[src/rfac_pkg.sv]
`default_nettype none

package rfac_pkg;

    localparam logic [3:0] FRAME_LAST_POS = 4'd12;  // 13-byte frame
    localparam logic [3:0] ID_FIRST_POS   = 4'd3;
    localparam logic [3:0] CHECK_HI_POS   = 4'd11;
    localparam logic [7:0] MISS_LIMIT_RST = 8'd4;
    localparam logic [7:0] MISS_COUNT_MAX = 8'hFF;

    typedef enum logic [1:0] {
        EV_NONE = 2'd0,
        EV_GOOD = 2'd1,
        EV_BAD  = 2'd2,
        EV_DROP = 2'd3
    } frame_event_t;

    typedef enum logic {
        REQ_BYTE    = 1'b0,
        REQ_TIMEOUT = 1'b1
    } req_type_t;

    typedef struct packed {
        logic [3:0]  pos;
        logic [7:0]  xor_acc;
        logic [3:0]  high_nib;
        logic [31:0] id_acc;
        logic [7:0]  rx_check;
        logic        bad_char;
        logic [7:0]  miss_count;
        logic [31:0] held_id;
        logic        held_present;
    } rfac_state_t;

    // {not_hex, nibble}; nibble is zero for a non-hex character
    function automatic logic [4:0] hex_decode(input logic [7:0] c);
        logic [7:0] diff;
        logic [4:0] res;
        res = 5'h10;
        if (c >= 8'h30 && c <= 8'h39) begin
            diff = c - 8'h30;
            res  = {1'b0, diff[3:0]};
        end else if (c >= 8'h41 && c <= 8'h46) begin
            diff = c - 8'h37;
            res  = {1'b0, diff[3:0]};
        end else if (c >= 8'h61 && c <= 8'h66) begin
            diff = c - 8'h57;
            res  = {1'b0, diff[3:0]};
        end else begin
            diff = 8'h00;
        end
        return res;
    endfunction

endpackage

`default_nettype wire

[src/rfac_step.sv]
`default_nettype none

module rfac_step import rfac_pkg::*; (
    input  rfac_state_t  cur,
    input  logic         req_type,
    input  logic [7:0]   rx_byte,
    input  logic [7:0]   miss_limit,
    output rfac_state_t  nxt,
    output frame_event_t ev
);

    logic [4:0] dec;
    logic [3:0] nib;
    logic [7:0] pair;
    logic [7:0] miss_inc;

    assign dec  = hex_decode(rx_byte);
    assign nib  = dec[3:0];
    assign pair = {cur.high_nib, nib};
    assign miss_inc = (cur.miss_count != MISS_COUNT_MAX) ? cur.miss_count + 8'd1
                                                          : cur.miss_count;

    always_comb begin
        nxt = cur;
        ev  = EV_NONE;
        if (req_type == REQ_BYTE) begin
            nxt.miss_count = 8'd0;
            if (cur.pos != 4'd0) begin
                if (dec[4]) begin
                    nxt.bad_char = 1'b1;
                end
                if (cur.pos >= ID_FIRST_POS && cur.pos < CHECK_HI_POS) begin
                    nxt.id_acc = {cur.id_acc[27:0], nib};
                end
                if (cur.pos[0]) begin
                    nxt.high_nib = nib;
                end else if (cur.pos < CHECK_HI_POS) begin
                    nxt.xor_acc = cur.xor_acc ^ pair;
                end else begin
                    nxt.rx_check = pair;
                end
            end
            if (cur.pos >= FRAME_LAST_POS) begin
                if (!nxt.bad_char && nxt.rx_check == nxt.xor_acc) begin
                    nxt.held_id      = nxt.id_acc;
                    nxt.held_present = 1'b1;
                    ev               = EV_GOOD;
                end else begin
                    ev = EV_BAD;
                end
                nxt.pos      = 4'd0;
                nxt.xor_acc  = 8'd0;
                nxt.high_nib = 4'd0;
                nxt.id_acc   = 32'd0;
                nxt.rx_check = 8'd0;
                nxt.bad_char = 1'b0;
            end else begin
                nxt.pos = cur.pos + 4'd1;
            end
        end else if (cur.pos != 4'd0) begin
            // partial frame dropped at timeout
            nxt.pos        = 4'd0;
            nxt.xor_acc    = 8'd0;
            nxt.high_nib   = 4'd0;
            nxt.id_acc     = 32'd0;
            nxt.rx_check   = 8'd0;
            nxt.bad_char   = 1'b0;
            nxt.miss_count = 8'd0;
            ev             = EV_BAD;
        end else if (miss_inc > miss_limit) begin
            nxt.miss_count   = 8'd0;
            nxt.held_id      = 32'd0;
            nxt.held_present = 1'b0;
            ev               = EV_DROP;
        end else begin
            nxt.miss_count = miss_inc;
        end
    end

endmodule

`default_nettype wire

[src/rfid_ascii_frame_checker_core.sv]
// Card reader frame checker.
// Input channel (s_valid/s_ready): one item per UART byte (s_req_type = 0,
// byte on s_rx_byte) or per read timeout (s_req_type = 1).
// Result channel (m_valid/m_ready): exactly one item per input item, in order:
// held card id, presence flag, and event (none, good frame, bad frame, dropped).
// The accept loads the input register, and the frame state update then moves
// the item into the result register. Throughput is one item per cycle while
// the receiver takes results; the only loop is the frame state update.
// When the receiver stalls, the result holds and the input register still
// takes one more item; s_ready drops only when both stages are full.
// cfg_wr_en writes miss_limit from cfg_wr_data; write it only while idle.
// Synchronous active-low reset empties both stages, clears the frame state,
// the held card and the miss count, and sets miss_limit to 4.
`default_nettype none

module rfid_ascii_frame_checker_core import rfac_pkg::*; (
    input  wire logic        aclk,
    input  wire logic        aresetn,
    input  wire logic        cfg_wr_en,
    input  wire logic [7:0]  cfg_wr_data,
    input  wire logic        s_valid,
    output logic             s_ready,
    input  wire logic        s_req_type,
    input  wire logic [7:0]  s_rx_byte,
    output logic             m_valid,
    input  wire logic        m_ready,
    output logic [31:0]      m_card_id,
    output logic             m_card_present,
    output logic [1:0]       m_frame_event
);

    logic         in_valid_reg;
    logic         in_req_reg;
    logic [7:0]   in_byte_reg;
    logic         out_valid_reg;
    logic [31:0]  out_id_reg;
    logic         out_present_reg;
    frame_event_t out_event_reg;
    logic [7:0]   miss_limit_reg;
    rfac_state_t  state_reg;
    rfac_state_t  state_next;
    frame_event_t event_next;
    logic         advance;

    assign advance = !out_valid_reg || m_ready;
    assign s_ready = !in_valid_reg || advance;

    rfac_step u_step (
        .cur        (state_reg),
        .req_type   (in_req_reg),
        .rx_byte    (in_byte_reg),
        .miss_limit (miss_limit_reg),
        .nxt        (state_next),
        .ev         (event_next)
    );

    always_ff @(posedge aclk) begin
        if (!aresetn) begin
            in_valid_reg   <= 1'b0;
            out_valid_reg  <= 1'b0;
            miss_limit_reg <= MISS_LIMIT_RST;
            state_reg      <= '0;
        end else begin
            if (cfg_wr_en) begin
                miss_limit_reg <= cfg_wr_data;
            end
            if (s_ready) begin
                in_valid_reg <= s_valid;
            end
            if (advance) begin
                out_valid_reg <= in_valid_reg;
            end
            if (in_valid_reg && advance) begin
                state_reg <= state_next;
            end
        end
    end

    always_ff @(posedge aclk) begin
        if (s_valid && s_ready) begin
            in_req_reg  <= s_req_type;
            in_byte_reg <= s_rx_byte;
        end
        if (in_valid_reg && advance) begin
            out_id_reg      <= state_next.held_id;
            out_present_reg <= state_next.held_present;
            out_event_reg   <= event_next;
        end
    end

    assign m_valid        = out_valid_reg;
    assign m_card_id      = out_id_reg;
    assign m_card_present = out_present_reg;
    assign m_frame_event  = out_event_reg;

endmodule

`default_nettype wire

[config.mk]
export PLATFORM = sky130hd
export DESIGN_NAME = rfid_ascii_frame_checker_core
export DESIGN_NICKNAME = d
export VERILOG_FILES = /design/src/rfac_pkg.sv /design/src/rfac_step.sv /design/src/rfid_ascii_frame_checker_core.sv
export SDC_FILE = /design/constraint.sdc
export NUM_CORES = 1
export LEC_CHECK = 0
export BUFFER_PORTS_ARGS = -buffer_cell sky130_fd_sc_hd__buf_2
export CELL_PAD_IN_SITES_DETAIL_PLACEMENT = 0
export CELL_PAD_IN_SITES_GLOBAL_PLACEMENT = 2
export CORE_MARGIN = 2
export CORE_UTILIZATION = 38
export CTS_BUF_LIST = sky130_fd_sc_hd__clkbuf_8 sky130_fd_sc_hd__clkbuf_16
export DETAILED_ROUTE_END_ITERATION = 16
export GPL_TIMING_DRIVEN = 0
export PLACE_DENSITY = 0.82
export SYNTH_ARGS = -nofsm -noshare
export SYNTH_HDL_FRONTEND = slang
export SYNTH_SLANG_ARGS = --single-unit
[constraint.sdc]
create_clock -name aclk -period 3.84 [get_ports aclk]
set_clock_uncertainty 0.2 [all_clocks]
set_input_delay 0.768 -clock aclk [delete_from_list [all_inputs] [get_ports aclk]]
set_output_delay 0.768 -clock aclk [all_outputs]
set_load 0.005 [all_outputs]
After elaboration in Yosys (flattened, before gate mapping). Index checks and enable logic that the tools add are counted.

Bits of input ports: 22. Logic and storage cells: 81. Register bits: 152. Output and inout port bits: 37.

Bitwise operators: 1. Reduce and logical (&&, ||, !) cells: 17. Order comparisons: 10. $add $sub $neg: 5. Eq/ne operators: 3. Mux-type cells: 28.

Operators by type and width (count): 53-bit 2-to-1 mux (3); 33-bit 2-to-1 mux (4); 98-bit 2-to-1 mux (1); 57-bit 2-to-1 mux (1); 8-bit 2-to-1 mux (7); 32-bit 2-to-1 mux (1); 8-bit by 7-bit greater-or-equal comparator with 1-bit output (second input constant) (2); 8-bit by 7-bit less-or-equal comparator with 1-bit output (second input constant) (2); 5-bit 2-to-1 mux (3); 2-bit 2-to-1 mux (5); 8-bit by 1-bit adder with 8-bit output (second input constant) (1); 8-bit == test (1); 8-bit by 6-bit greater-or-equal comparator with 1-bit output (second input constant) (1); 8-bit > comparator (1); 8-bit by 6-bit less-or-equal comparator with 1-bit output (second input constant) (1); 4-bit 2-to-1 mux (2); 8-bit != test (second input constant) (1); 4-bit by 3-bit subtractor with 4-bit output (second input constant) (2); 8-bit XOR (1); 1-bit logical AND (7); 4-bit by 1-bit adder with 4-bit output (second input constant) (1); 4-bit by 2-bit greater-or-equal comparator with 1-bit output (second input constant) (1); 4-bit greater-or-equal comparator (second input constant) (1); 4-bit less-than comparator (second input constant) (1); other kinds (10) (13).

Logic depth before layout (Yosys ltp).
Word-level depth: 15. Gate-level depth with buffers: 16. Gate-level depth less buffers: 15.

Modules after synthesis. Synthesis repeated with hierarchy kept, for this count alone.

Cell total of the unflattened synthesis: 925. Area total of the unflattened synthesis: 8409.3 um^2.

Modules (own cells, without submodules): rfid_ascii_frame_checker_core (cells an instance 504, seq. area each 3483.3 um^2, area an instance 5572.8 um^2, instances 1); rfac_step (cells an instance 421, seq. area each 0.0 um^2, area an instance 2836.5 um^2, instances 1).

Least setup slack after synthesis. Ideal clock, no wire load.

Kind: reg2reg. From: register state_reg[33] in the netlist's numbering. To: register state_reg[17] in the netlist's numbering. Arrival: 3068 ps. Buffers on the path: 2. Data required time: 3499 ps. Period minus slack after synthesis: 3409 ps. Library setup time: 141 ps. Stages on the path, launching flop included: 16. Path slack: 431 ps. Cells stage by stage: dfxtp_1 ha_1 nand2_1 nor2_1 nand3_1 mux2_2 ha_1 nor2b_1 o21a_1 o21a_1 o21ai_0 a31oi_1 and3_1 clkbuf_1 clkbuf_1 o31ai_2.

Word-level cells in the longest chain between the ends: 6. Elaborated cells between the ends (all ways): 7. Classes of those cells: 1 x add/sub; 1 x order compare; 1 x eq/ne; 4 x mux.

Ends and longest elaborated chain: from (decl) (RTL line rfid_ascii_frame_checker_core.sv:40) `rfac_state_t state_reg;`; from (signal assigned) (RTL line rfid_ascii_frame_checker_core.sv:74) `state_reg <= state_next;`; 8-bit by 1-bit adder with 8-bit output / 8-bit != test (equally long branches) (RTL line rfac_step.sv:20) `assign miss_inc = (cur.miss_count != MISS_COUNT_MAX) ? cur.miss_count + 8'd1`; 8-bit 2-to-1 mux * (RTL line rfac_step.sv:20); 8-bit > comparator * (RTL line rfac_step.sv:70) `end else if (miss_inc > miss_limit) begin`; 33-bit 2-to-1 mux * (RTL line rfac_step.sv:70); 33-bit 2-to-1 mux * (RTL line rfac_step.sv:60) `end else if (cur.pos != 4'd0) begin`; 98-bit 2-to-1 mux * (RTL line rfac_step.sv:26) `if (req_type == REQ_BYTE) begin`.

Mark *: on every way between the ends. The rest lies on a longest branch, timed or not. A chain may end at the register's enable or synchronous reset.

==> reports/summary.txt <==
Starting Density: 0.3883
Die ar.: 0.02191 mm2
Layout Area Growth over Synthesis: 17.69%
CTS buffer count: 17
Worst-Skew Late Latency: 430 ps
Total power: 3.663 mW
Seq/Total Area, Yosys: 0.4420
Clock Tree Buf Depth: 2
Post-synth EDFFs: 44
Final WS setup: 136.5 ps
Crit share post-route: 0.9645
Fmax: 270.0 MHz
Hold Crit Class: reg -> reg
Vias post-DR: 6699
DRC Markers: 0
Hold slack: 284.8 ps
Detail Route Antenna Nets: 0
Cells after synthesis: 861
Die X: 148.0 um
Final Hold Viols: 0
Grt ovf: 0
Most frequent cells in the layout: 116 x nor2_1, 108 x dfxtp_1, 95 x nand2_1
Avg Inst Size Synth: 9.154 um2
Most common cell after layout, fill and taps aside: nor2_1
Starting DRT DRC Count: 453
Clock transition at path regs: 60 ps
CTS Sinks: 152
Peak VDD IR: 0.2633 mV
CTS tree: yes
CP max FO: 10
Design area: 0.009275 mm2
DP Area: 0.008528 mm2
WL/cell: 17.94 um
Startpoint types: flip-flop
Most used DFF post-synth: dfxtp_1
Drt pass-1 iters: 4
Ys async rst share: 0
Initial antenna violation count: 0
H-tree depth: 4
Vias/cell: 5.473
Placer Congestion: 0.8348
First-pass GRT wire length: 34.91 mm
Worst Tran Pin Value: 839.6 ps
Die Ht: 148.0 um
GR Util All Layers: 0.2029
Final core occ: 0.4569
Fraction of layout cells with a size suffix above 1: 0.2149
Final setup viols: 0
Cell count after placement: 1188
TNS Setup: 0 ps
Syn Nets: 897
Num rows: 52
Synth warn: 0
Flops & latches, synth: 152
Power density cells: 394.9 mW/mm2
Buffers on Ports: 56
Lkg Pwr: 3.486 nW
Worst EP required: 3900 ps
Status: finished clean
Crit path time final: 3704 ps
Nets@finish: 977
Clock root cell: clkbuf_16
Crit end category: flip-flop
# IOs: 59
Final Instance Count excl. Fillers: 1224
Core Area: 0.02030 mm2
Arrival time worst endpoint: 3770 ps
Vias in the first global route: 6291
Fillers: 2008
Max-cap violation count: 0
Cell Area, Synth: 0.007881 mm2
Placement Setup Slack: -414.9 ps
# diodes: 0
Final Slew Violations: 0
Max-slew headroom: 0.4355
Final wirelength: 21.96 mm
Crit Path Class: reg -> reg
Pin count of the biggest net entering global routing: 24
Netlist cell types: 67
Max FFs per register: 98
Detail Placement HPWL: 15.12 mm
## power by group
group / switching [mW] / total [mW] / leakage (nW) / internal, mW
clock: 0.670 / 1.71 / 0.314 / 1.04
combinational: 0.177 / 0.256 / 1.90 / 0.0790
sequential: 0.0152 / 1.70 / 1.27 / 1.68
## layer usage
metal  vias up  GRT usage  share of wire
met3        25    0.03796          0.044
met1      3202     0.2951           0.50
met5         -          0              0
met2       159     0.3067           0.45
li1       3313          -              -
met4         0    0.05952          0.014
## area by class of cell
cell class              instances  area (um2)  share of cell area
multi-input cells             616        4041              0.4357
flip-flops and latches        152        3483              0.3756
clock buffers                  19       452.9             0.04883
plain buffers                  70       394.1             0.04249
repair buffers                 62       342.8             0.03696
well taps                     270       337.8             0.03642
clock inverters                13       140.1             0.01511
inverters                      22       82.58            0.008903
## critical path: stages, from the launching register on
cell and delay (ps):
edfxtp_1 450, inv_2 130, ha_1 220, or3b_1 370, and3_1 170, buf_2 170
a22o_4 280, o21ai_0 90, a21oi_1 160, nor4b_4 360, buf_6 190, and2_4 140
buf_6 190, buf_6 180, mux2i_1 230
## synth_stat cells (21+ instances only)
master      n  area (um2)
dfxtp_1   108        2162
edfxtp_1   44        1321
o21ai_0    29       145.1
o31ai_2    28       350.3
nand2_1    96       360.4
a41oi_1    30       262.8
a21oi_1    37       185.2
inv_1      21       78.83
nor2_1    118       442.9
nand3_1    50       250.2
clkbuf_1   50       187.7
mux2_2     30       337.8
a22oi_1    44       330.3
## worst paths after layout
path	start	to	slack (ps)	cells past startpoint
worst max register to register	in_byte_reg[0]	m_card_id[0]	140	14
worst min-delay path	state_reg[6]	state_reg[6]	280	2
worst min register to register	state_reg[6]	state_reg[6]	280	2
worst max-delay path	in_byte_reg[0]	m_card_id[0]	140	14
## cells by family after synthesis
| group | synth area share |
|---|---|
| compound gates | 0.2250 |
| xor+xnor | 0.006668 |
| fa+ha+maj | 0.02223 |
| buf+inv | 0.05525 |
| flops | 0.4420 |
| mux | 0.06747 |
| simple gates | 0.1815 |
## what timing repair did
action                     4_1_cts  5_1_grt
pin swaps                        0        1
hold buffers                     0        0
cloned                           0        1
gates resized for setup         18       22
setup buffers                    1        3
setup endpoints to repair       60       78
(Power assumes the default switching activity.)
